[src/design/lfu_pkg.sv]
// Shared types and constants for the LFU page replacement block.
// Used by lfu_cell and lfu_page_replacement; no dependencies.
package lfu_pkg;

  localparam int PAGE_W     = 16;
  localparam int STAMP_W    = 32;
  localparam int FAULT_W    = 32;
  localparam int OUT_SLOT_W = 4;
  localparam int CFG_W      = 5;

  localparam logic [CFG_W-1:0] CFG_RESET = 5'd16;

  // Control flags carried by the lookup request as it walks the cell row.
  typedef struct packed {
    logic vld;       // a request occupies this stage
    logic hit;       // some earlier cell matched the page
    logic best_vld;  // an eviction candidate has been chosen
    logic best_res;  // the chosen candidate holds a resident page
  } probe_flags_t;

  // Update broadcast from the controller to the cells.
  typedef struct packed {
    logic load;  // load a new page into the addressed cell
    logic bump;  // raise the use count of the addressed cell
  } upd_t;

endpackage

[src/design/lfu_page_replacement.sv]
// Top level of the LFU page replacement block: request controller, row of
// lfu_cell frames and the result register. Depends on lfu_pkg and lfu_cell.
//
//   channel  | handshake                    | payload
//   ---------+------------------------------+-------------------------------
//   in       | in_valid_i / in_stall_o      | page_number_i
//   out      | out_valid_o / out_stall_i    | hit_o, frame_slot_o,
//            |                              | evicted_valid_o, evicted_page_o,
//            |                              | fault_total_o
//   config   | frames_in_use_we_i           | frames_in_use_i
//
// A request walks the row of FRAME_COUNT cells, one cell per cycle; the
// captured end of the walk is then committed to the result register, and
// the next request can be taken once the controller is back in idle.
// One request is in flight at a time; in_stall_o is high while it is.
// A finished result waits in the output register while out_stall_i is high;
// the request behind it may already be scanning. Reset clears all frames.
module lfu_page_replacement #(
  parameter int FRAME_COUNT = 16,
  parameter int USE_WIDTH   = 16
) (
  input  logic                             clk_i,
  input  logic                             rst_ni,
  input  logic                             frames_in_use_we_i,
  input  logic [lfu_pkg::CFG_W-1:0]        frames_in_use_i,
  input  logic                             in_valid_i,
  output logic                             in_stall_o,
  input  logic [lfu_pkg::PAGE_W-1:0]       page_number_i,
  output logic                             out_valid_o,
  input  logic                             out_stall_i,
  output logic                             hit_o,
  output logic [lfu_pkg::OUT_SLOT_W-1:0]   frame_slot_o,
  output logic                             evicted_valid_o,
  output logic [lfu_pkg::PAGE_W-1:0]       evicted_page_o,
  output logic [lfu_pkg::FAULT_W-1:0]      fault_total_o
);

  localparam int SLOT_W = (FRAME_COUNT > 1) ? $clog2(FRAME_COUNT) : 1;
  localparam int CNT_W  = $clog2(FRAME_COUNT + 1);

  typedef enum logic [2:0] {
    ST_IDLE   = 3'b001,
    ST_SCAN   = 3'b010,
    ST_COMMIT = 3'b100
  } state_e;

  state_e state_q, state_d;

  logic [lfu_pkg::CFG_W-1:0]   frames_in_use_q;
  logic [CNT_W-1:0]            m;
  logic [CNT_W-1:0]            filled_q;
  logic [lfu_pkg::STAMP_W-1:0] stamp_q;
  logic [lfu_pkg::FAULT_W-1:0] fault_q;

  lfu_pkg::probe_flags_t       launch_q;
  logic [lfu_pkg::PAGE_W-1:0]  launch_page_q;

  lfu_pkg::probe_flags_t       flags_w      [FRAME_COUNT+1];
  logic [lfu_pkg::PAGE_W-1:0]  page_w       [FRAME_COUNT+1];
  logic [SLOT_W-1:0]           hit_slot_w   [FRAME_COUNT+1];
  logic [SLOT_W-1:0]           best_slot_w  [FRAME_COUNT+1];
  logic [USE_WIDTH-1:0]        best_uses_w  [FRAME_COUNT+1];
  logic [lfu_pkg::STAMP_W-1:0] best_stamp_w [FRAME_COUNT+1];
  logic [lfu_pkg::PAGE_W-1:0]  best_page_w  [FRAME_COUNT+1];

  lfu_pkg::probe_flags_t       cap_flags_q;
  logic [lfu_pkg::PAGE_W-1:0]  cap_page_q;
  logic [SLOT_W-1:0]           cap_hit_slot_q;
  logic [SLOT_W-1:0]           cap_best_slot_q;
  logic [lfu_pkg::PAGE_W-1:0]  cap_best_page_q;

  lfu_pkg::upd_t               upd;
  logic [SLOT_W-1:0]           upd_slot;
  logic                        accept;
  logic                        commit;
  logic                        fill;
  logic                        ev_vld;
  logic [lfu_pkg::PAGE_W-1:0]  ev_page;

  logic                        out_vld_q;
  logic                        hit_q;
  logic [lfu_pkg::OUT_SLOT_W-1:0] slot_q;
  logic                        ev_vld_q;
  logic [lfu_pkg::PAGE_W-1:0]  ev_page_q;

  // Managed frame count: zero means one, anything above the row length
  // means the whole row.
  always_comb begin
    if (frames_in_use_q == '0) begin
      m = CNT_W'(1);
    end else if (32'(frames_in_use_q) > FRAME_COUNT) begin
      m = CNT_W'(FRAME_COUNT);
    end else begin
      m = CNT_W'(frames_in_use_q);
    end
  end

  assign accept = in_valid_i && (state_q == ST_IDLE);
  assign commit = (state_q == ST_COMMIT) && (!out_vld_q || !out_stall_i);
  assign fill   = filled_q < m;

  always_comb begin
    state_d = state_q;
    case (state_q)
      ST_IDLE: begin
        if (accept) state_d = ST_SCAN;
      end
      ST_SCAN: begin
        if (flags_w[FRAME_COUNT].vld) state_d = ST_COMMIT;
      end
      ST_COMMIT: begin
        if (commit) state_d = ST_IDLE;
      end
      default: state_d = ST_IDLE;
    endcase
  end

  // Decide what the finished lookup does to the table.
  always_comb begin
    upd      = '0;
    upd_slot = cap_best_slot_q;
    ev_vld   = 1'b0;
    ev_page  = '0;
    if (cap_flags_q.hit) begin
      upd.bump = commit;
      upd_slot = cap_hit_slot_q;
    end else if (fill) begin
      upd.load = commit;
      upd_slot = SLOT_W'(filled_q);
    end else begin
      upd.load = commit;
      ev_vld   = cap_flags_q.best_res;
      ev_page  = cap_flags_q.best_res ? cap_best_page_q : '0;
    end
  end

  always_ff @(posedge clk_i or negedge rst_ni) begin
    if (!rst_ni) begin
      state_q         <= ST_IDLE;
      frames_in_use_q <= lfu_pkg::CFG_RESET;
      filled_q        <= '0;
      stamp_q         <= lfu_pkg::STAMP_W'(1);
      fault_q         <= '0;
      launch_q        <= '0;
      cap_flags_q     <= '0;
      out_vld_q       <= 1'b0;
    end else begin
      state_q <= state_d;
      if (frames_in_use_we_i) begin
        frames_in_use_q <= frames_in_use_i;
      end
      launch_q <= '{vld: accept, default: 1'b0};
      if ((state_q == ST_SCAN) && flags_w[FRAME_COUNT].vld) begin
        cap_flags_q <= flags_w[FRAME_COUNT];
      end
      if (commit && !cap_flags_q.hit) begin
        if (fill) filled_q <= filled_q + CNT_W'(1);
        stamp_q <= stamp_q + lfu_pkg::STAMP_W'(1);
        if (fault_q != '1) fault_q <= fault_q + lfu_pkg::FAULT_W'(1);
      end
      if (commit) begin
        out_vld_q <= 1'b1;
      end else if (!out_stall_i) begin
        out_vld_q <= 1'b0;
      end
    end
  end

  always_ff @(posedge clk_i) begin
    if (accept) begin
      launch_page_q <= page_number_i;
    end
    if ((state_q == ST_SCAN) && flags_w[FRAME_COUNT].vld) begin
      cap_page_q      <= page_w[FRAME_COUNT];
      cap_hit_slot_q  <= hit_slot_w[FRAME_COUNT];
      cap_best_slot_q <= best_slot_w[FRAME_COUNT];
      cap_best_page_q <= best_page_w[FRAME_COUNT];
    end
    if (commit) begin
      hit_q     <= cap_flags_q.hit;
      slot_q    <= lfu_pkg::OUT_SLOT_W'(upd_slot);
      ev_vld_q  <= ev_vld;
      ev_page_q <= ev_page;
    end
  end

  assign flags_w[0]      = launch_q;
  assign page_w[0]       = launch_page_q;
  assign hit_slot_w[0]   = '0;
  assign best_slot_w[0]  = '0;
  assign best_uses_w[0]  = '0;
  assign best_stamp_w[0] = '0;
  assign best_page_w[0]  = '0;

  for (genvar i = 0; i < FRAME_COUNT; i++) begin : g_cell
    lfu_cell #(
      .USE_WIDTH (USE_WIDTH),
      .IDX       (i),
      .SLOT_W    (SLOT_W),
      .CNT_W     (CNT_W)
    ) u_cell (
      .clk_i        (clk_i),
      .rst_ni       (rst_ni),
      .m_i          (m),
      .flags_i      (flags_w[i]),
      .page_i       (page_w[i]),
      .hit_slot_i   (hit_slot_w[i]),
      .best_slot_i  (best_slot_w[i]),
      .best_uses_i  (best_uses_w[i]),
      .best_stamp_i (best_stamp_w[i]),
      .best_page_i  (best_page_w[i]),
      .flags_o      (flags_w[i+1]),
      .page_o       (page_w[i+1]),
      .hit_slot_o   (hit_slot_w[i+1]),
      .best_slot_o  (best_slot_w[i+1]),
      .best_uses_o  (best_uses_w[i+1]),
      .best_stamp_o (best_stamp_w[i+1]),
      .best_page_o  (best_page_w[i+1]),
      .upd_i        (upd),
      .upd_slot_i   (upd_slot),
      .upd_page_i   (cap_page_q),
      .upd_stamp_i  (stamp_q)
    );
  end

  assign in_stall_o      = (state_q != ST_IDLE);
  assign out_valid_o     = out_vld_q;
  assign hit_o           = hit_q;
  assign frame_slot_o    = slot_q;
  assign evicted_valid_o = ev_vld_q;
  assign evicted_page_o  = ev_page_q;
  assign fault_total_o   = fault_q;

  // The fault counter moves at the same edge that loads the result register,
  // so a shown result already includes its own fault.
endmodule

[src/design/lfu_cell.sv]
// One frame of the LFU table: holds valid, page, use count and load stamp,
// and forwards the lookup request to its neighbor one stage per cycle.
// Depends on lfu_pkg.
module lfu_cell #(
  parameter int USE_WIDTH = 16,
  parameter int IDX       = 0,
  parameter int SLOT_W    = 4,
  parameter int CNT_W     = 5
) (
  input  logic                        clk_i,
  input  logic                        rst_ni,
  input  logic [CNT_W-1:0]            m_i,
  input  lfu_pkg::probe_flags_t       flags_i,
  input  logic [lfu_pkg::PAGE_W-1:0]  page_i,
  input  logic [SLOT_W-1:0]           hit_slot_i,
  input  logic [SLOT_W-1:0]           best_slot_i,
  input  logic [USE_WIDTH-1:0]        best_uses_i,
  input  logic [lfu_pkg::STAMP_W-1:0] best_stamp_i,
  input  logic [lfu_pkg::PAGE_W-1:0]  best_page_i,
  output lfu_pkg::probe_flags_t       flags_o,
  output logic [lfu_pkg::PAGE_W-1:0]  page_o,
  output logic [SLOT_W-1:0]           hit_slot_o,
  output logic [SLOT_W-1:0]           best_slot_o,
  output logic [USE_WIDTH-1:0]        best_uses_o,
  output logic [lfu_pkg::STAMP_W-1:0] best_stamp_o,
  output logic [lfu_pkg::PAGE_W-1:0]  best_page_o,
  input  lfu_pkg::upd_t               upd_i,
  input  logic [SLOT_W-1:0]           upd_slot_i,
  input  logic [lfu_pkg::PAGE_W-1:0]  upd_page_i,
  input  logic [lfu_pkg::STAMP_W-1:0] upd_stamp_i
);

  localparam logic [SLOT_W-1:0] MySlot = SLOT_W'(IDX);

  logic                        vld_q;
  logic [lfu_pkg::PAGE_W-1:0]  pg_q;
  logic [USE_WIDTH-1:0]        uses_q;
  logic [lfu_pkg::STAMP_W-1:0] stamp_q;

  lfu_pkg::probe_flags_t       flags_q;
  logic [lfu_pkg::PAGE_W-1:0]  page_q;
  logic [SLOT_W-1:0]           hit_slot_q;
  logic [SLOT_W-1:0]           best_slot_q;
  logic [USE_WIDTH-1:0]        best_uses_q;
  logic [lfu_pkg::STAMP_W-1:0] best_stamp_q;
  logic [lfu_pkg::PAGE_W-1:0]  best_page_q;

  logic active;
  logic match;
  logic better;
  logic addressed;

  assign active = CNT_W'(IDX) < m_i;
  assign match  = flags_i.vld && active && !flags_i.hit && vld_q && (pg_q == page_i);
  // Strictly lower count, or equal count with an older stamp, displaces the
  // candidate; full ties keep the lower slot.
  assign better = flags_i.vld && active &&
                  (!flags_i.best_vld || (uses_q < best_uses_i) ||
                   ((uses_q == best_uses_i) && (stamp_q < best_stamp_i)));
  assign addressed = (upd_slot_i == MySlot);

  always_ff @(posedge clk_i or negedge rst_ni) begin
    if (!rst_ni) begin
      vld_q   <= 1'b0;
      uses_q  <= '0;
      stamp_q <= '0;
      flags_q <= '0;
    end else begin
      flags_q.vld      <= flags_i.vld;
      flags_q.hit      <= flags_i.hit | match;
      flags_q.best_vld <= flags_i.best_vld | better;
      flags_q.best_res <= better ? vld_q : flags_i.best_res;
      if (upd_i.load && addressed) begin
        vld_q   <= 1'b1;
        uses_q  <= USE_WIDTH'(1);
        stamp_q <= upd_stamp_i;
      end else if (upd_i.bump && addressed && (uses_q != '1)) begin
        uses_q <= uses_q + USE_WIDTH'(1);
      end
    end
  end

  always_ff @(posedge clk_i) begin
    if (upd_i.load && addressed) begin
      pg_q <= upd_page_i;
    end
    page_q       <= page_i;
    hit_slot_q   <= match ? MySlot : hit_slot_i;
    best_slot_q  <= better ? MySlot : best_slot_i;
    best_uses_q  <= better ? uses_q : best_uses_i;
    best_stamp_q <= better ? stamp_q : best_stamp_i;
    best_page_q  <= better ? pg_q : best_page_i;
  end

  assign flags_o      = flags_q;
  assign page_o       = page_q;
  assign hit_slot_o   = hit_slot_q;
  assign best_slot_o  = best_slot_q;
  assign best_uses_o  = best_uses_q;
  assign best_stamp_o = best_stamp_q;
  assign best_page_o  = best_page_q;

endmodule

[config.mk]
export PLATFORM = sky130hd
export DESIGN_NAME = lfu_page_replacement
export DESIGN_NICKNAME = d
export VERILOG_FILES = /design/src/design/lfu_pkg.sv /design/src/design/lfu_page_replacement.sv /design/src/design/lfu_cell.sv
export SDC_FILE = /design/constraint.sdc
export NUM_CORES = 2
export LEC_CHECK = 0
export ABC_CLOCK_PERIOD_IN_PS = 12300
export BUFFER_PORTS_ARGS = -buffer_cell sky130_fd_sc_hd__clkbuf_2
export CORE_ASPECT_RATIO = 0.7
export CORE_MARGIN = 2
export CORE_UTILIZATION = 60
export CTS_BUF_LIST = sky130_fd_sc_hd__clkbuf_4 sky130_fd_sc_hd__clkbuf_8
export DETAILED_ROUTE_END_ITERATION = 8
export PLACE_DENSITY = 0.79
export SYNTH_ARGS = -nofsm -noshare
export SYNTH_HDL_FRONTEND = slang
export SYNTH_HIERARCHICAL = 1
export SYNTH_SLANG_ARGS = --single-unit
[constraint.sdc]
create_clock -name clk_i -period 12.3 [get_ports clk_i]
set_input_delay 2.46 -clock clk_i [delete_from_list [all_inputs] [get_ports clk_i]]
set_output_delay 2.46 -clock clk_i [all_outputs]
set_load 0.05 [all_outputs]
After elaboration in Yosys (flattened, before gate mapping). Cells that the tools add are included. W data, S select, Z words.

Add/sub/neg operators: 19. $mul: 0. Divide/modulo/power cells: 0. Order comparisons: 48. Equal/unequal tests: 71. Shift operators: 0. Muxes and demuxes: 103. Bitwise operators: 30. Reductions and logical operators: 232.

Operators by type and width (number): $mux W16 (61); $eq A16 B16 Y1 (31); $lt A32 B32 Y1 (15); $mux W32 (14); $add A16 B1 Y16 const B (16); $ne A16 B16 Y1 const B (16); $lt A16 B16 Y1 (15); $logic_and A1 B1 Y1 (145); $add A32 B1 Y32 const B (2); $lt A4 B5 Y1 const A (8); $logic_not A1 Y1 (33); $eq A4 B4 Y1 const B (8); $ne A32 B32 Y1 const B (1); $reduce_bool A2 Y1 (16); $logic_or A1 B1 Y1 (31); $or A1 B1 Y1 (29); $lt A3 B5 Y1 const A (4); $mux W1 (20); $eq A4 B3 Y1 const B (4); $lt A1 B5 Y1 const A (2); $lt A2 B5 Y1 const A (2); $mux W5 (2); $mux W3 (3); $pmux W3 S3 (1); other kinds (19) (24).

Register bits after elaboration: 2592. Latch bits: 0. RAM bits: 0. Memory bits (read-only): 0. Input bits: 26. Output and inout bits: 56. Memories kept: 0.

Longest topological paths before layout.
Depth after elaboration: 11. Gate-level depth with buffers: 15. Gate-level depth less buffers: 14.

By module. Netlist, hierarchy kept.

By module, submodules not included: lfu_cell at g_cell[6].u_cell (instances 1, cells an instance 611, area each 6715.2 um^2, sequential area each 3568.4 um^2); lfu_cell at g_cell[9].u_cell (instances 1, cells an instance 605, area each 6702.7 um^2, sequential area each 3568.4 um^2); lfu_cell at g_cell[2].u_cell (instances 1, cells an instance 607, area each 6692.7 um^2, sequential area each 3568.4 um^2); lfu_cell at g_cell[8].u_cell (instances 1, cells an instance 605, area each 6673.9 um^2, sequential area each 3568.4 um^2); lfu_cell at g_cell[4].u_cell (instances 1, cells an instance 609, area each 6665.1 um^2, sequential area each 3568.4 um^2); lfu_cell at g_cell[1].u_cell (instances 1, cells an instance 605, area each 6657.6 um^2, sequential area each 3568.4 um^2); lfu_cell at g_cell[10].u_cell (instances 1, cells an instance 601, area each 6646.4 um^2, sequential area each 3568.4 um^2); lfu_cell at g_cell[15].u_cell (instances 1, cells an instance 595, area each 6641.4 um^2, sequential area each 3568.4 um^2); lfu_cell at g_cell[5].u_cell (instances 1, cells an instance 606, area each 6633.9 um^2, sequential area each 3568.4 um^2); lfu_cell at g_cell[3].u_cell (instances 1, cells an instance 604, area each 6626.4 um^2, sequential area each 3568.4 um^2); lfu_cell at g_cell[0].u_cell (instances 1, cells an instance 608, area each 6623.9 um^2, sequential area each 3568.4 um^2); lfu_cell at g_cell[13].u_cell (instances 1, cells an instance 600, area each 6622.6 um^2, sequential area each 3568.4 um^2); lfu_cell at g_cell[12].u_cell (instances 1, cells an instance 605, area each 6616.3 um^2, sequential area each 3568.4 um^2); lfu_cell at g_cell[14].u_cell (instances 1, cells an instance 608, area each 6616.3 um^2, sequential area each 3568.4 um^2); +3 rows.

Worst setup path before layout. OpenSTA, ideal clock, no wires.

Path kind: input to register. From: input out_stall_i. To: register g_cell[12].u_cell/pg_q[0] in the netlist's numbering (enable). Arrival: 4463 ps. Required time: 11913 ps. Path slack: 7451 ps. Stages on the path: 7. Buffers on the path: 2. Cell sequence: a21oi_1 > nand2_4 > clkinv_1 > nand2_1 > inv_1 > clkbuf_1 > clkbuf_1.

RTL lines: start, declared (line lfu_page_replacement.sv:30) `input logic out_stall_i,`; end signal, assigned (line lfu_cell.sv:85) `pg_q <= upd_page_i;`; end, declared (line lfu_cell.sv:36) `logic [lfu_pkg::PAGE_W-1:0] pg_q;`.

Worst setup path after layout.
From: register frames_in_use_q[4] in the netlist's numbering. To: register g_cell[2].u_cell/pg_q[12] in the netlist's numbering (enable).

Cells in the longest elaborated chain, start to end: 8.

Ends and longest elaborated chain: start, declared (line lfu_page_replacement.sv:49) `logic [lfu_pkg::CFG_W-1:0] frames_in_use_q;`; start signal, assigned (line lfu_page_replacement.sv:140) `frames_in_use_q <= lfu_pkg::CFG_RESET;`; start signal, assigned (line lfu_page_replacement.sv:150) `frames_in_use_q <= frames_in_use_i;`; $gt A5 B5 Y1 (line lfu_page_replacement.sv:91) `end else if (32'(frames_in_use_q) > FRAME_COUNT) begin`; $mux W5 (line lfu_page_replacement.sv:91); $mux W5 (*) (line lfu_page_replacement.sv:89) `if (frames_in_use_q == '0) begin`; $lt A5 B5 Y1 (*) (line lfu_page_replacement.sv:100) `assign fill = filled_q < m;`; $mux W4 (*) (line lfu_page_replacement.sv:127) `end else if (fill) begin`; $mux W4 (*) (line lfu_page_replacement.sv:124) `if (cap_flags_q.hit) begin`; named net upd_slot[1] (line lfu_page_replacement.sv:73) `logic [SLOT_W-1:0] upd_slot;`; $eq A4 B2 Y1 (*) (line lfu_cell.sv:60) `assign addressed = (upd_slot_i == MySlot);`; $logic_and A1 B1 Y1 (*) (line lfu_cell.sv:84) `if (upd_i.load && addressed) begin`; end signal, assigned (line lfu_cell.sv:85); end, declared (line lfu_cell.sv:36).

Mark *: on every way through the listed nets, which the timed path passes. The rest lies on a longest branch. A chain may end at the register's enable or synchronous reset.

==> flow_summary.toml <==
[power]
p_int_w = 0.01744
sequential_share_of_power_pct = 46.8
power.share.combinational_pct = 23.7
power_density_nw_per_um2 = 202.1
switching_power_w = 0.007393
max-vdd-ir-drop_mv = 0.1588
sw_frac_of_total_pct = 29.77
power_w = 0.02483
power.leakage_nw = 56.62
clock_power_share_pct = 29.5

[worst_setup_path]
critical_path_rt_ps = 12880
setup.worst_path.class = "flip-flop to flip-flop"
critical_path.startpoint = "frames_in_use_q[4]"
worstSetupEndpointType = "flip-flop"
worst_path_max_fanout = 47
startpoint_type = "flip-flop"
worst_ep_arrival_time_ps = 5980
timing.rr.start = "frames_in_use_q[4]"

[grt]
grtUsageTotal_pct = 26.83
grt_start_max_net_pins = 155
grt-ovfl-total = 0
grt_pass1_wl_mm = 406.9
antenna_found_initial = 3
grt_pass1_vias = 73620

[timing]
report.final.hold_viol_count = 0
finalCritPeriodShare_pct = 43.90
rsz0062_at_grt = "false"
timing.final.crit_period_ps = 5400
setup_violations = 0
hold_ws_ps = 342.4
timing_max_transition_violations_final = 0
fin_skew_ps = 78.74
tightest_slew_ps = 1416
setup_total_negative_slack_ps = 0
maxClockFrequency_ghz = 0.1852
final_critical_path_setup_slack_ps = 6900
max_slew_margin_pct = 4.759

[die]
io_pins = 82
die-height_microns = 364.4
floorplan.core_area_sq_um = 184600
die_width_microns = 518.8
rows = 132
design.die.area_sq_um = 189000
initial_core_utilization_pct = 60.28

[clock_tree]
clkTransAtPathRegs_ps = 70
worst_skew_pair.late_latency_ps = 970
tritoncts = "yes"
h-tree-depth = 5
postCtsSetupRepairBufs = 0
cts_inserted_buffers = 377
cts.sinks = 2622
cts.path.max_buffers = 4
post_cts_resize_count = 0
cts.root.buffer_cell = "sky130_fd_sc_hd__clkbuf_8"
hold_buffers = 0

[outcome]
outcome = "finished, final reports clean"

[detailed_routing]
via_count = 73380
wirelength_mm = 257.0
wl_per_cell_microns = 19.36
drt_iter0_markers = 6129
vias_per_cell = 5.528
route.detailed.drc = 0
detailedRoute.firstPassIterationCount = 6
drt.antenna.violating_nets = 0

[logic_synthesis]
mappedNetlistArea_sq_um = 111300
synth.avg_cell_area_sq_um = 11.09
yosysWarnings = 6
gate_count_after_technology_mapping = 10040

[place]
place_area_sq_um = 114700
routabilityCongestion = 0.9208
port-buffer-count = 81
detailed_place_hpwl_mm = 181.3
minimum_setup_slack_after_placement_ps = 6821

[min_path]
start_point_of_the_worst_min_delay_path = "g_cell[14].u_cell/page_o[14]"
worst_hold_path_type = "flip-flop to flip-flop"

[finish]
final_common_cell = "sky130_fd_sc_hd__nand2_1"
layout.filler_cells = 13600
register_area_sq_um = 60480
layout_common_cells = "sky130_fd_sc_hd__nand2_1 (1900), sky130_fd_sc_hd__dfxtp_1 (1360), sky130_fd_sc_hd__dfrtp_1 (925), sky130_fd_sc_hd__mux2_2 (901), sky130_fd_sc_hd__inv_1 (826)"
layout-area-overhead-vs-synth_pct = 10.41
final_cell_area_sq_um = 122900
final_net_count = 11280
fraction_of_final_layout_cells_sized_beyond_drive_strength_1_pct = 18.23
area_taken_by_multi_input_logic_gates_sq_um = 46750

[flow_run]
max_cap_violations = 0
## state kept, by name, indices dropped and copies added, names as in the netlist, 5 cells and up
signal and cells:
stamp_q 32, fault_total_o 32, g_cell.u_cell/best_page_o 256, g_cell.u_cell/page_o 256, g_cell.u_cell/best_stamp_o 480, cap_best_page_q 16, evicted_page_o 16, g_cell.u_cell/hit_slot_o 64
launch_page_q 16, g_cell.u_cell/uses_q 256, g_cell.u_cell/stamp_q 512, g_cell.u_cell/pg_q 256, cap_page_q 16, filled_q 5, g_cell.u_cell/best_uses_o 240, g_cell.u_cell/flags_o 63
frames_in_use_q 5, g_cell.u_cell/best_slot_o 64, g_cell.u_cell/vld_q 16
## metal layers
| metal | global-route usage, % | vias up | share of wire [%] |
|---|---|---|---|
| met3 | 4.265 | 507 | 6.8 |
| met2 | 40.19 | 2428 | 43 |
| met1 | 39.64 | 35720 | 47 |
| li1 | - | 34730 | - |
| met4 | 9.374 | 0 | 3.2 |
| met5 | 0 | - | 0 |
## stage by stage
| stage | std cells | utilization [%] |
|---|---|---|
| 2_1_floorplan | 10160 | - |
| 3_3_place_gp | 12580 | 62.13 |
| 6_report | 13270 | 66.56 |
| 4_1_cts | 13270 | 66.56 |
| 3_5_place_dp | 12580 | 62.13 |
| 5_1_grt | 13270 | 66.56 |
## critical path, cell delays in order, from the launching register on
cell	delay, ps
sky130_fd_sc_hd__dfstp_2	520
sky130_fd_sc_hd__buf_4	300
sky130_fd_sc_hd__inv_1	160
sky130_fd_sc_hd__nand2_1	140
sky130_fd_sc_hd__ha_1	250
sky130_fd_sc_hd__a21o_1	180
sky130_fd_sc_hd__a21oi_1	560
sky130_fd_sc_hd__nor2_1	70
sky130_fd_sc_hd__or3_1	390
sky130_fd_sc_hd__a21oi_2	140
sky130_fd_sc_hd__buf_4	300
sky130_fd_sc_hd__nor4b_1	670
sky130_fd_sc_hd__nand2_1	120
sky130_fd_sc_hd__buf_4	280
sky130_fd_sc_hd__inv_2	270
sky130_fd_sc_hd__buf_4	550
## final cells by class
| cell class | instances | share of cell area, % |
|---|---|---|
| clock inverter | 94 | 0.6190 |
| tap | 2479 | 2.524 |
| sequential | 2622 | 49.21 |
| multi-input combinational | 6444 | 38.04 |
| antenna | 3 | 0.006108 |
| timing repair buffer | 188 | 1.002 |
| clock buffer | 601 | 6.028 |
| inverter | 843 | 2.575 |
## path summary, 6_finish.rpt
kind	end	slack, ps	cells past startpoint
worst max-delay path	g_cell[2].u_cell/pg_q[12]	6900	15
worst min-delay path	g_cell[15].u_cell/page_o[14]	340	0
worst max register to register	g_cell[2].u_cell/pg_q[12]	6900	15
worst min register to register	g_cell[15].u_cell/page_o[14]	340	0
max in group asynchronous	g_cell[2].u_cell/stamp_q[25]	8140	3
min in group asynchronous	stamp_q[9]	1540	1
## power by group through the flow
stage | registers [W] | logic [W] | clock network (W)
floorplan | 0.0112 | 0.00451 | 0
global placement | 0.0117 | 0.00560 | 0
detailed placement | 0.0118 | 0.00576 | 0
CTS | 0.0116 | 0.00585 | 0.00744
global route | 0.0118 | 0.00643 | 0.00784
finish | 0.0116 | 0.00589 | 0.00732
Note: power is estimated with default switching activity, not from simulation.
